===== src/rtl/streamline_centroid_running_mean_unit_macros.svh =====
// Assertion macros for the streamline centroid unit.
`ifndef STREAMLINE_CENTROID_RUNNING_MEAN_UNIT_MACROS_SVH
`define STREAMLINE_CENTROID_RUNNING_MEAN_UNIT_MACROS_SVH
// implication checked on every rising clock edge outside reset
`define SCRM_ASSERT_IMP(label, ante, cons) \
    label: assert property (@(posedge clk) disable iff (!rst_n) (ante) |-> (cons)) \
        else $error("implication failed");
// plain invariant
`define SCRM_ASSERT_ALW(label, expr) \
    label: assert property (@(posedge clk) disable iff (!rst_n) (expr)) \
        else $error("invariant failed");
`endif


===== src/rtl/scrm_pkg.sv =====
// Package of the streamline centroid unit: types and constants.
`timescale 1ns / 1ps
package scrm_pkg;
    localparam int MaxElements = 1024;
    localparam int IdxW = $clog2(MaxElements);
    localparam int LenW = 11;
    localparam int CountW = 16;
    localparam int DataW = 32;
    localparam int InW = 7 * DataW + LenW;
    localparam int OutW = 7 * DataW + IdxW + 1 + CountW;
    localparam int QDepth = 2;

    typedef struct packed {
        logic [DataW-1:0] px, py, pz, vx, vy, vz, rad;
        logic             reject;
        logic             first;
        logic [IdxW-1:0]  idx;
        logic [CountW-1:0] lines_before;
        logic [CountW-1:0] lines_after;
    } cmd_t;

    typedef enum logic [3:0] {
        ST_IDLE, ST_READ, ST_LOAD, ST_DIV, ST_ADD, ST_SQ, ST_SQRT, ST_WRITE, ST_OUT
    } be_state_t;
endpackage


===== src/rtl/scrm_queue.sv =====
// Small command queue between front and back end.
`timescale 1ns / 1ps
module scrm_queue (
    input  logic           clk,
    input  logic           rst_n,
    input  logic           wr_valid,
    output logic           wr_ready,
    input  scrm_pkg::cmd_t wr_data,
    output logic           rd_valid,
    input  logic           rd_ready,
    output scrm_pkg::cmd_t rd_data
);
    import scrm_pkg::*;
    localparam int PtrW = $clog2(QDepth);
    cmd_t            slot_reg [QDepth];
    logic [PtrW-1:0] wp_reg, rp_reg;
    logic [PtrW:0]   cnt_reg;
    logic            wr, rd;

    assign wr_ready = cnt_reg != (PtrW+1)'(QDepth);
    assign rd_valid = cnt_reg != '0;
    assign rd_data = slot_reg[rp_reg];
    assign wr = wr_valid && wr_ready;
    assign rd = rd_valid && rd_ready;

    always_ff @(posedge clk)
    begin
        if (wr)
        begin
            slot_reg[wp_reg] <= wr_data;
        end
    end

    always_ff @(posedge clk or negedge rst_n)
    begin
        if (!rst_n)
        begin
            wp_reg <= '0;
            rp_reg <= '0;
            cnt_reg <= '0;
        end
        else
        begin
            if (wr) wp_reg <= (wp_reg == PtrW'(QDepth-1)) ? '0 : wp_reg + PtrW'(1);
            if (rd) rp_reg <= (rp_reg == PtrW'(QDepth-1)) ? '0 : rp_reg + PtrW'(1);
            cnt_reg <= cnt_reg + (PtrW+1)'(wr) - (PtrW+1)'(rd);
        end
    end
endmodule


===== config.mk =====
export PLATFORM = sky130hd
export DESIGN_NAME = scrm_queue
export DESIGN_NICKNAME = d
export VERILOG_FILES = /design/src/rtl/streamline_centroid_running_mean_unit_macros.svh /design/src/rtl/scrm_pkg.sv /design/src/rtl/scrm_queue.sv
export SDC_FILE = /design/constraint.sdc
export NUM_CORES = 1
export LEC_CHECK = 0
export BUFFER_PORTS_ARGS = -buffer_cell sky130_fd_sc_hd__buf_4
export CORE_AREA = 2 2 208 210
export DETAILED_ROUTE_END_ITERATION = 6
export DIE_AREA = 0 0 210 212
export GPL_ROUTABILITY_DRIVEN = 0
export GPL_TIMING_DRIVEN = 1
export PLACE_DENSITY = 0.74
export REMOVE_ABC_BUFFERS = 1
export SLEW_MARGIN = 10
export SYNTH_ARGS = -nofsm -noshare
export SYNTH_HDL_FRONTEND = slang
export SYNTH_SLANG_ARGS = --single-unit

===== constraint.sdc =====
create_clock -name clk -period 24 [get_ports clk]
set_input_delay 7.2 -clock clk [delete_from_list [all_inputs] [get_ports clk]]
set_output_delay 7.2 -clock clk [all_outputs]
set_load 0.005 [all_outputs]

# Word-level counts from Yosys, hierarchy flattened
# Memories as Yosys holds them, arrays and structs flattened.
# Index checks and enable logic that the tools add are counted.
dict set report totals {
  mem_count 1
  input_bits 272
  wordCells 16
  out_inout_bits 270
  regBits 4
  ramBits 536
}
dict set report op_classes {
  n_mux 4
  n_reduce_logical 3
  addsub 4
  n_eq_ne 1
}
# memory words word_bits rd rd_ports_with_merged_regs write_ports line
set mem_list {}
lappend mem_list {slot_reg 2 268 1 0 1 scrm_queue.sv:15} ;# cmd_t slot_reg [QDepth];
# cell count
set op_table {}
lappend op_table {{two-way mux 1 bit} 4}
lappend op_table {{adder 1 bit (second input constant)} 2}
lappend op_table {{adder 2 x 1 -> 2 bit} 1}
lappend op_table {{logical AND 1 bit} 2}
lappend op_table {{inequality test 2 bit (second input constant)} 1}
lappend op_table {{nonzero test 2 bit} 1}
lappend op_table {{subtractor 2 x 1 -> 2 bit} 1}

# Longest topological paths before layout
dict set report logic_depth {
  depth_word 4
  mapped_depth 5
  mapped_depth_nobuf 5
}

# Worst setup path before layout
# Ideal clock, no wire load.
dict set report synth_timing {
  path_kind {input port to flip-flop}
  start {input port wr_valid}
  end {memory slot_reg[0][0] in the netlist's numbering (enable)}
  slack_ps 4725
  setup_time_ps 901
  t_arrival_ps 18374
  stages 2
  n_path_buf 0
  required_time_ps 23099
  path_cell_list {nand2_1 -> nor2_1}
}
dict set report synth_via {
  elab_chain_cells 3
}
# element line
set synth_lines {}
lappend synth_lines {{start: declaration} scrm_queue.sv:6} ;# input logic wr_valid,
lappend synth_lines {{logical AND 1 bit} scrm_queue.sv:23} ;# assign wr = wr_valid && wr_ready;
lappend synth_lines {{two-way mux 1 bit} scrm_queue.sv:28} ;# if (wr)
lappend synth_lines {{two-way mux 1 bit (implied by the code)} scrm_queue.sv:30} ;# slot_reg[wp_reg] <= wr_data;
lappend synth_lines {{end: declaration} scrm_queue.sv:15}
# Every way passes these cells.

==> results.md <==
* Area delta synth->final at 30.1%
* Top post-synthesis cells by area: edfxtp_1, mux2_4, mux2_2
* Max FFs per register at 536
* LEAKAGE at 10.4 nW
* Dpl cells at 1924
* Number of remaining DRC errors at 0
* Filler cells at 2934
* Cell mode on critical path: buf_4
* Total CTS buffers at 53
* Finished Layout Cells at 2020
* Critical Path End: rd_data[29]
* Worst setup SP type: register
* Max Root-Sink Buffers at 3
* Post-layout minimum cycle time at 11.26 ns
* Critical path's largest stage delay at 1.00 ns
* Worst-path fanout max at 60
* Clock skew at 0.0219 ns
* Worst Hold Class: register to register
* Mean area per synthesized cell at 23.8 um2
* CTS tree: built
* Status: complete, no violations
* Fin. Hold Viols at 0
* Hold Buf Count CTS at 0
* Main flop type after synthesis: edfxtp_1
* Final ANT Viol Nets at 0
* Setup violators final at 0
* Largest net degree at the start of global routing at 81
* Slowest CP cell: dfrtp_4
* Post-CTS Resized at 0
* Relative slew slack at 26.8%
* Worst Setup End Kind: output port
* Commonest non-fill, non-tap cells in the layout: buf_4, edfxtp_1, mux2_4, mux2_2, clkbuf_16
* Max IR drop VDD at 0.101 mV
* Worst path depth at 4
* Aggregate global routing overflow at 0
* Distinct cells, synth at 19
* Fin crit share at 46.9%
* Post CTS Setup Buffer Count at 0
* DRT Pass-1 Iters at 6
* Setup TNS at 0 ns
* Initial DRC Count at 522
* Initial antenna violation count at 0
* Root Buffer: clkbuf_16
* Post-route cell area at 0.0265 mm2
* Syn. warnings at 0
* Reg-to-Reg End: slot_reg[0][42]
* Final wirelength at 43.7 mm
* Final Max Slew Viols at 0
* Seq/Total Area, Yosys at 79.4%
* Die area at 0.0445 mm2
* PwrDens at 119 mW/mm2
* Area share of the largest cell type after synthesis at 78.9%
* Number of inserted diodes at 0
* Reg clk slew, reported paths at 0.05 ns
* Layout cell share with drive strength beyond 1 at 60.4%
* Vias in the first global route at 10427
* Buffers plus inverters on the worst setup path at 3
* Max Clk Rate at 0.0888 GHz
* Synthesized cell area at 0.0204 mm2
* Clk_lat worst skew at 0.57 ns
* IO Pins at 542
* Worst slew pin tran at 1.10 ns
* RSZ-0062 raised after global routing: false
* Crit-path leading delay family: buffers and inverters
* Final net count at 1706
* Drt via density at 4.96
* Max-cap viol count at 0
* First-pass GRT wire length at 62.2 mm
* Placed cell area at 0.0249 mm2
* Core Box Area at 0.0425 mm2
* Die height at 212 um
* Detailed Place HPWL at 30.4 mm
* Worst slack, placed at 13.29 ns
* Worst-path cell chain: buf_4 -> buf_4 -> mux2_2 -> buf_4
* Post-Syn Instances at 856
* #FFs+latches synth at 540
* Reg2reg path depth at 6
* Detailed-route via count at 10013
* Crit path DAT at 4.06 ns
* EDFF count, synth at 536
* H-tree Lvls at 2
* Async SR Flop Fraction at 0.741%
* Req. time, crit path at 16.80 ns
* Gr usage total at 18.8%
* Post-route setup slack at 12.74 ns
* Critical R2R Launch: cnt_reg[0]
* Setup crit start: rp_reg
* CTS sink count at 540
* Most common cell after layout, fill and taps aside: buf_4
* Starting Density at 48.0%
* Kind of critical path: register to output port
* Routed wire per std cell at 21.6 um
* Synth area leader: edfxtp_1
* FP Rows at 76
* Port Buffers at 541
* Die extent in x at 210 um
* R2R Setup Slk at 20.20 ns
[kinds of logic (layout without fill, tap and decap cells)]
logic type	after synthesis	after routing	synth area share, %
flops	540	540	79.4
mux	268	268	18.5
buf+inv	30	648	1.50
simple gates	10	10	0.239
compound gates	4	4	0.153
xor+xnor	3	3	0.129
fa+ha+maj	1	1	0.0614
[worst min path at each step]
stage	start	end	slack, ns	cells past startpoint
4_1_cts	wp_reg	wp_reg	0.56	1
3_3_place_gp	wp_reg	wp_reg	0.54	1
5_1_grt	wp_reg	wp_reg	0.58	1
2_1_floorplan	wp_reg	wp_reg	0.46	1
6_report	wp_reg	wp_reg	0.55	1
3_5_place_dp	wp_reg	wp_reg	0.55	1
[synthesized netlist by cell type (2+ instances only)]
master and instances:
mux2_4 200, buf_2 5, edfxtp_1 536, xnor2_1 3
dfrtp_1 4, nor2_1 3, nand2_1 2, buf_6 25
mux2_2 68
[where the power goes]
| group | internal, mW | leakage (nW) | total [mW] | switching [mW] |
|---|---|---|---|---|
| Clock | 0.434 | 0.774 | 0.759 | 0.325 |
| Combinational | 0.589 | 4.61 | 1.03 | 0.438 |
| Sequential | 1.29 | 5.03 | 1.37 | 0.0763 |
[metal layers]
layer | global-route usage, % | routed length [um] | vias up
met3 | 6.66 | 3930 | 86
met5 | 0 | 0 | -
met2 | 32.6 | 22400 | 385
met4 | 7.68 | 1380 | 0
li1 | - | - | 4571
met1 | 21.4 | 16000 | 4971
[layout make-up]
cell class / instances / area (um2) / area share [%]
multi-input combinational: 286 / 3900 / 14.7
tap: 546 / 683 / 2.58
sequential: 540 / 16200 / 61.1
clock buffer: 72 / 1420 / 5.35
clock inverter: 24 / 173 / 0.651
timing repair buffer: 552 / 4140 / 15.6
[stage by stage]
stage	power (mW)	utilization, %	hold slack [ns]
2_1_floorplan	2.24	-	0.460
3_3_place_gp	2.41	58.6	0.540
3_5_place_dp	2.43	58.6	0.547
4_1_cts	3.19	62.4	0.555
5_1_grt	3.29	62.4	0.576
6_report	3.15	62.4	0.551
Note: power is estimated with default switching activity, not from simulation.
