## src/rtl/streamline_centroid_running_mean_unit_macros.svh

```systemverilog
// Assertion macros for the streamline centroid unit.
`ifndef STREAMLINE_CENTROID_RUNNING_MEAN_UNIT_MACROS_SVH
`define STREAMLINE_CENTROID_RUNNING_MEAN_UNIT_MACROS_SVH
// implication checked on every rising clock edge outside reset
`define SCRM_ASSERT_IMP(label, ante, cons) \
    label: assert property (@(posedge clk) disable iff (!rst_n) (ante) |-> (cons)) \
        else $error("implication failed");
// plain invariant
`define SCRM_ASSERT_ALW(label, expr) \
    label: assert property (@(posedge clk) disable iff (!rst_n) (expr)) \
        else $error("invariant failed");
`endif

```

## src/rtl/scrm_pkg.sv

```systemverilog
// Package of the streamline centroid unit: types and constants.
`timescale 1ns / 1ps
package scrm_pkg;
    localparam int MaxElements = 1024;
    localparam int IdxW = $clog2(MaxElements);
    localparam int LenW = 11;
    localparam int CountW = 16;
    localparam int DataW = 32;
    localparam int InW = 7 * DataW + LenW;
    localparam int OutW = 7 * DataW + IdxW + 1 + CountW;
    localparam int QDepth = 2;

    typedef struct packed {
        logic [DataW-1:0] px, py, pz, vx, vy, vz, rad;
        logic             reject;
        logic             first;
        logic [IdxW-1:0]  idx;
        logic [CountW-1:0] lines_before;
        logic [CountW-1:0] lines_after;
    } cmd_t;

    typedef enum logic [3:0] {
        ST_IDLE, ST_READ, ST_LOAD, ST_DIV, ST_ADD, ST_SQ, ST_SQRT, ST_WRITE, ST_OUT
    } be_state_t;
endpackage

```

## src/rtl/scrm_front.sv

```systemverilog
// Front end: checks the line length, tracks element and line counters, issues commands.
`timescale 1ns / 1ps
module scrm_front (
    input  logic                      clk,
    input  logic                      rst_n,
    input  logic                      in_valid,
    output logic                      in_ready,
    input  logic [scrm_pkg::InW-1:0]  in_data,
    output logic                      cmd_valid,
    input  logic                      cmd_ready,
    output scrm_pkg::cmd_t            cmd
);
    import scrm_pkg::*;
    logic [LenW-1:0]   len_reg, len_next, len;
    logic [CountW-1:0] lines_reg, lines_next;
    logic [IdxW:0]     idx_reg, idx_next;
    logic              rej, fire;

    assign len = in_data[InW-1 -: LenW];
    assign in_ready = cmd_ready;
    assign cmd_valid = in_valid;
    assign fire = in_valid && cmd_ready;

    always_comb
    begin
        len_next = len_reg;
        if (lines_reg == '0 && idx_reg == '0 && len >= LenW'(1) && len <= LenW'(MaxElements))
        begin
            len_next = len;
        end
        rej = (len == '0) || (len > LenW'(MaxElements)) || (len != len_next)
            || (idx_reg >= (IdxW+1)'(MaxElements));
        idx_next = idx_reg;
        lines_next = lines_reg;
        if (!rej)
        begin
            if ((LenW+1)'(idx_reg) + (LenW+1)'(1) >= (LenW+1)'(len_next))
            begin
                idx_next = '0;
                if (lines_reg != '1)
                begin
                    lines_next = lines_reg + CountW'(1);
                end
            end
            else
            begin
                idx_next = idx_reg + (IdxW+1)'(1);
            end
        end
        cmd.px = in_data[0*DataW +: DataW];
        cmd.py = in_data[1*DataW +: DataW];
        cmd.pz = in_data[2*DataW +: DataW];
        cmd.vx = in_data[3*DataW +: DataW];
        cmd.vy = in_data[4*DataW +: DataW];
        cmd.vz = in_data[5*DataW +: DataW];
        cmd.rad = in_data[6*DataW +: DataW];
        cmd.reject = rej;
        cmd.first = (lines_reg == '0);
        cmd.idx = idx_reg[IdxW-1:0];
        cmd.lines_before = lines_reg;
        cmd.lines_after = lines_next;
    end

    always_ff @(posedge clk or negedge rst_n)
    begin
        if (!rst_n)
        begin
            len_reg <= '0;
            lines_reg <= '0;
            idx_reg <= '0;
        end
        else if (fire)
        begin
            len_reg <= len_next;
            lines_reg <= lines_next;
            idx_reg <= idx_next;
        end
    end

`include "streamline_centroid_running_mean_unit_macros.svh"
    `SCRM_ASSERT_ALW(a_idx_range, idx_reg < (IdxW+1)'(MaxElements))
    `SCRM_ASSERT_IMP(a_lines_mono, fire, lines_next >= lines_reg)
    `SCRM_ASSERT_IMP(a_rej_hold, fire && rej, idx_next == idx_reg && lines_next == lines_reg)
endmodule

```

## config.mk

```make
export PLATFORM = sky130hd
export DESIGN_NAME = scrm_front
export DESIGN_NICKNAME = d
export VERILOG_FILES = /design/src/rtl/scrm_pkg.sv /design/src/rtl/scrm_front.sv
export VERILOG_INCLUDE_DIRS = /design/src /design/src/rtl
export SDC_FILE = /design/constraint.sdc
export NUM_CORES = 1
export LEC_CHECK = 0
export BUFFER_PORTS_ARGS = -buffer_cell sky130_fd_sc_hd__buf_2
export CORE_AREA = 3 3 198 200
export DETAILED_ROUTE_END_ITERATION = 10
export DIE_AREA = 0 0 201 203
export HOLD_SLACK_MARGIN = 0.03
export PLACE_DENSITY_LB_ADDON = 0.05
export SYNTH_ARGS = -nofsm -noshare
export SYNTH_HDL_FRONTEND = slang
export SYNTH_SLANG_ARGS = --single-unit
```

## constraint.sdc

```tcl
create_clock -name clk -period 6.1 [get_ports clk]
set_input_delay 0.305 -clock clk [delete_from_list [all_inputs] [get_ports clk]]
set_output_delay 0.305 -clock clk [all_outputs]
set_load 0.02 [all_outputs]
```

; Yosys cells after proc, flatten, opt, wreduce, memory -nomap -nowiden
; Cells that the tools add are included.
[word_totals]
reg_bits = 38
latchBits = 0
ramBits = 0
rom_bits = 0
input_bits = 239
memories = 0
[op_classes]
n_addsub = 3
mul = 0
n_div = 0
order_cmp = 5
eq_ne = 2
n_shift = 0
n_mux = 5
bitwise = 1
n_reduce_logical = 11
[ops]
columns = operator, count
row1 = 16-bit two-way mux, 3
row2 = 11-bit zero test, 2
row3 = 11-bit two-way mux, 2
row4 = "16-bit by 1-bit adder with 16-bit output, second input constant", 1
row5 = 16-bit zero test, 1
row6 = "16-bit != test, second input constant", 1
row7 = "11-bit by 1-bit adder with 12-bit output, second input constant", 1
row8 = 12-bit by 11-bit greater-or-equal comparator with 1-bit output, 1
row9 = "11-bit by 1-bit adder with 11-bit output, second input constant", 1
row10 = "11-bit by 1-bit greater-or-equal comparator with 1-bit output, second input constant", 1
row11 = "11-bit greater-or-equal comparator, second input constant", 1
row12 = "11-bit > comparator, second input constant", 1
row13 = "11-bit less-or-equal comparator, second input constant", 1
row14 = 11-bit != test, 1
row15 = 1-bit logical AND, 4
row16 = 1-bit logical OR, 3
row17 = 2-bit AND reduction, 1
row18 = 1-bit inverter, 1

; Longest topological paths before layout
[depth]
ltp_word = 10
mapped_depth = 17
mapped_depth_nobuf = 14

; Worst setup path before layout
; Ideal clock, no wire load.
[synth_path]
path_kind = input -> output
start = in in_data[231] (netlist bit)
end = out cmd[6] (netlist bit)
arrival_ns = 3.950
required_ns = 5.795
setup_slack_ns = 1.845
cell_stages = 15
n_path_buf = 3
cell_sequence = or4_4 o31a_1 nor4_2 buf_2 mux2i_1 ha_1 a211oi_1 nor2_1 and4b_1 clkbuf_1 a211o_1 a221oi_2 buf_4 nand2_1 xnor2_1
[synth_lines]
columns = element, line_no
row1 = start: declaration, scrm_front.sv:8  ; input logic [scrm_pkg::InW-1:0] in_data,
row2 = end: declaration, scrm_front.sv:11  ; output scrm_pkg::cmd_t cmd

==> flow_summary_export.csv <==
group,metric,value,unit
run_status,status,"completed",
floorplanning,die-area,40800,um2
layout,layout.nets,614,
synthesis,synth_nets,788,
synthesis,syn_area,4620,um2
detailed_routing,drc,0,
layout,n_fill_cell,4363,
detailed_routing,num_vias,2702,
worst_hold_path,hp-class,"input port to async pin",
synthesis,seq_area_frac_synth,20.6,%
layout,multi_input_area,1770,um2
clock_tree,cts_sinks,38,
clock_tree,cts.path.max_buffers,2,
global_routing,grt_pass1_vias,2991,
global_routing,met2_usage,10.6,%
timing,fin_tns_setup,0,ns
detailed_routing,first_iter_violations,108,
global_routing,grt_max_degree,39,
timing,finalCritPeriodShare,83.7,%
clock_tree,htreeDepth,2,
setup_path,cp_top_family,"simple AND/OR/NAND/NOR gates",
synthesis,syn_avg_cell_area,8.63,um2
clock_tree,cts_resized,0,
timing,worst_pin_slew,0.729,ns
clock_tree,cts_tree,"built",
global_routing,grt.met1_usage,8.43,%
synthesis,ys.warnings.count,0,
timing,slew_headroom,51.4,%
placed_design,io_buffers,60,
power,pwr_density_cell,163,nW/um2
synthesis,synthFlopType,"dfrtp_1",
layout,final_common_cell,"buf_2",
layout,diodes,0,
timing,timing.hold.ws,0.102,ns
setup_path,path_depth,16,
global_routing,grt_pass1_wl,21100,um
global_routing,busiest_layer,"met2",
timing,fin_worst_skew,0.00275,ns
synthesis,ys_ff_latch,38,
setup_path,max_stage_delay,0.55,ns
detailed_routing,first_pass_iters,4,
global_routing,use_met3,3.69,%
synthesis,synthSimpleGateAreaFrac,13.5,%
setup_path,cp_cell_sequence,"inv_1 > ha_1 > nor4b_1 > nand4_1 > nor4_2 > buf_4 > mux2_2 > ha_1 > nand2b_1 > a31oi_1 > o21ai_0 > o21ai_0 > nand2_1 > nand4_1 > mux2_2 > buf_2",
floorplanning,ios,509,
layout,layout_common_cells,"buf_2 (60), dfrtp_1 (38), nand2_1 (32)",
setup_path,worst-path-buf-inv,3,
clock_tree,cts_buffers,5,
synthesis,synth_area_leader_cell,"buf_4",
timing,timing_hold_violations_final,0,
clock_tree,clk_pin_slew,0.06,ns
synthesis,synth.area.mux_share,7.08,%
global_routing,antenna_found_initial,0,
timing,rsz0062_at_grt,"no",
synthesis,synth_top_family_by_area,"buffers and inverters",
timing,min_period,5.10,ns
layout,area_growth,-15.3,%
timing,setup_viol,0,
timing,report.final.slew_viol_count,0,
floorplanning,initial_core_util,12.3,%
floorplanning,rows,71,
run,cap_violations,0,
setup_path,critPathLaunchType,"flop",
setup_path,worstSetupEndpointType,"output pin",
setup_path,crit_slowest_cell,"o21ai_0",
setup_path,path_max_fanout,11,
setup_path,crit_type,"flop to output pin",
global_routing,grtUsageTotal,7.01,%
synthesis,yosysUniqueCellTypes,51,
floorplanning,die_x,201,um
synthesis,synthAdderAreaFrac,3.80,%
setup_path,required,5.79,ns
layout,seq_area,951,um2
power,leakage,1.56,nW
synthesis,synthArstFlopShare,100,%
synthesis,netlist_instances,535,
synthesis,synth-compound-area-share,6.45,%
power,peakVddDrop,0.0000855,V
floorplanning,fp.coreArea,37600,um2
clock_tree,root_buffer,"clkbuf_16",
clock_tree,post-cts-setup-buffers,0,
setup_path,r2r-start,"lines_reg[0]",
clock_tree,cts_hold_buf,0,
detailed_routing,viasPerCell,3.10,
detailed_routing,postRouteAntennaNets,0,
synthesis,synth_area_leaders,"buf_4 (39%), dfrtp_1 (21%), xnor2_1 (4.7%)",
setup_path,startpoint,"lines_reg[0]",
synthesis,synth-edff-count,0,
placed_design,gp_congestion,0.658,
placed_design,dp_hpwl,11300,um
clock_tree,clk-insertion-delay-late,0.30,ns
layout,largest_reg_flops,16,
floorplanning,die_y,203,um
detailed_routing,routed_wl,14400,um
timing,fmax,196,MHz
setup_path,rr_worst_depth,16,
global_routing,overflow,0,
synthesis,synth-xor-area-share,7.59,%
layout,layout-drive-gt1-share,26.7,%
detailed_routing,wl_per_cell,16.5,um
synthesis,synth_top_cell_area_share,38.9,%
setup_path,arrival,4.80,ns
## cell families (layout without fill, tap and decap cells)
logic type	Yosys count	after routing
compound gates	39	39
xor+xnor	40	40
fa+ha+maj	14	14
buf+inv	263	88
flops	38	38
mux	30	30
simple gates	111	111
## worst register-to-register path, delay by kind of cell, from the launching register on
family | cells | cell delay, ns
flip-flops | 1 | 0.45
multiplexers | 2 | 0.69
buffers and inverters | 3 | 0.62
adder cells (fa/ha/maj) | 2 | 0.42
AO/OA/AOI/OAI | 4 | 1.09
AND/OR/NAND/NOR | 5 | 1.08
## synthesized netlist by cell type, types with 6 or more instances
cell type / number
dfrtp_1: 38
o31ai_1: 7
nand3_1: 14
buf_4: 239
and4_1: 7
nand2_1: 32
xor2_1: 15
mux2_2: 16
nand4_1: 14
inv_1: 15
nor4_1: 7
ha_1: 14
xnor2_1: 25
nor3_1: 8
mux2i_1: 9
buf_2: 6
## path summary, 6_finish.rpt
path,slack (ns),endpoint
worst max-delay path,1.0,cmd[15]
worst min-delay path,0.10,lines_reg[9]
worst max register to register,1.63,lines_reg[1]
worst min register to register,0.56,len_reg[3]
max in group asynchronous,5.56,idx_reg[1]
min in group clk,0.29,len_reg[1]
## layout make-up
cell class                 instances  area share, %
multi-input combinational        234           45.3
sequential                        38           24.3
inverter                          15           1.44
clock buffer                       6           3.55
timing repair buffer              67           9.02
tap                              511           16.3
## power by group
part	switching, W	internal [W]
clock	0.000125	0.000159
sequential	0.00000891	0.000257
combinational	0.0000583	0.0000298
total	0.000192	0.000446
## through the flow
step	util [%]	area (um2)	std cells	setup slack (ns)	power [W]
2_1_floorplan	-	4620	535	1.84	0.000536
3_3_place_gp	10.0	3770	865	1.22	0.000366
3_5_place_dp	10.0	3770	865	1.24	0.000364
4_1_cts	10.4	3910	871	0.877	0.000666
5_1_grt	10.4	3910	871	0.526	0.000680
6_report	10.4	3910	871	0.995	0.000638
## routing by layer
layer  wire [um]  share of wire, %
met4         276               1.9
met3        1410               9.8
met5           0                 0
met1        6290                44
met2        6400                45
(Power assumes the default switching activity.)
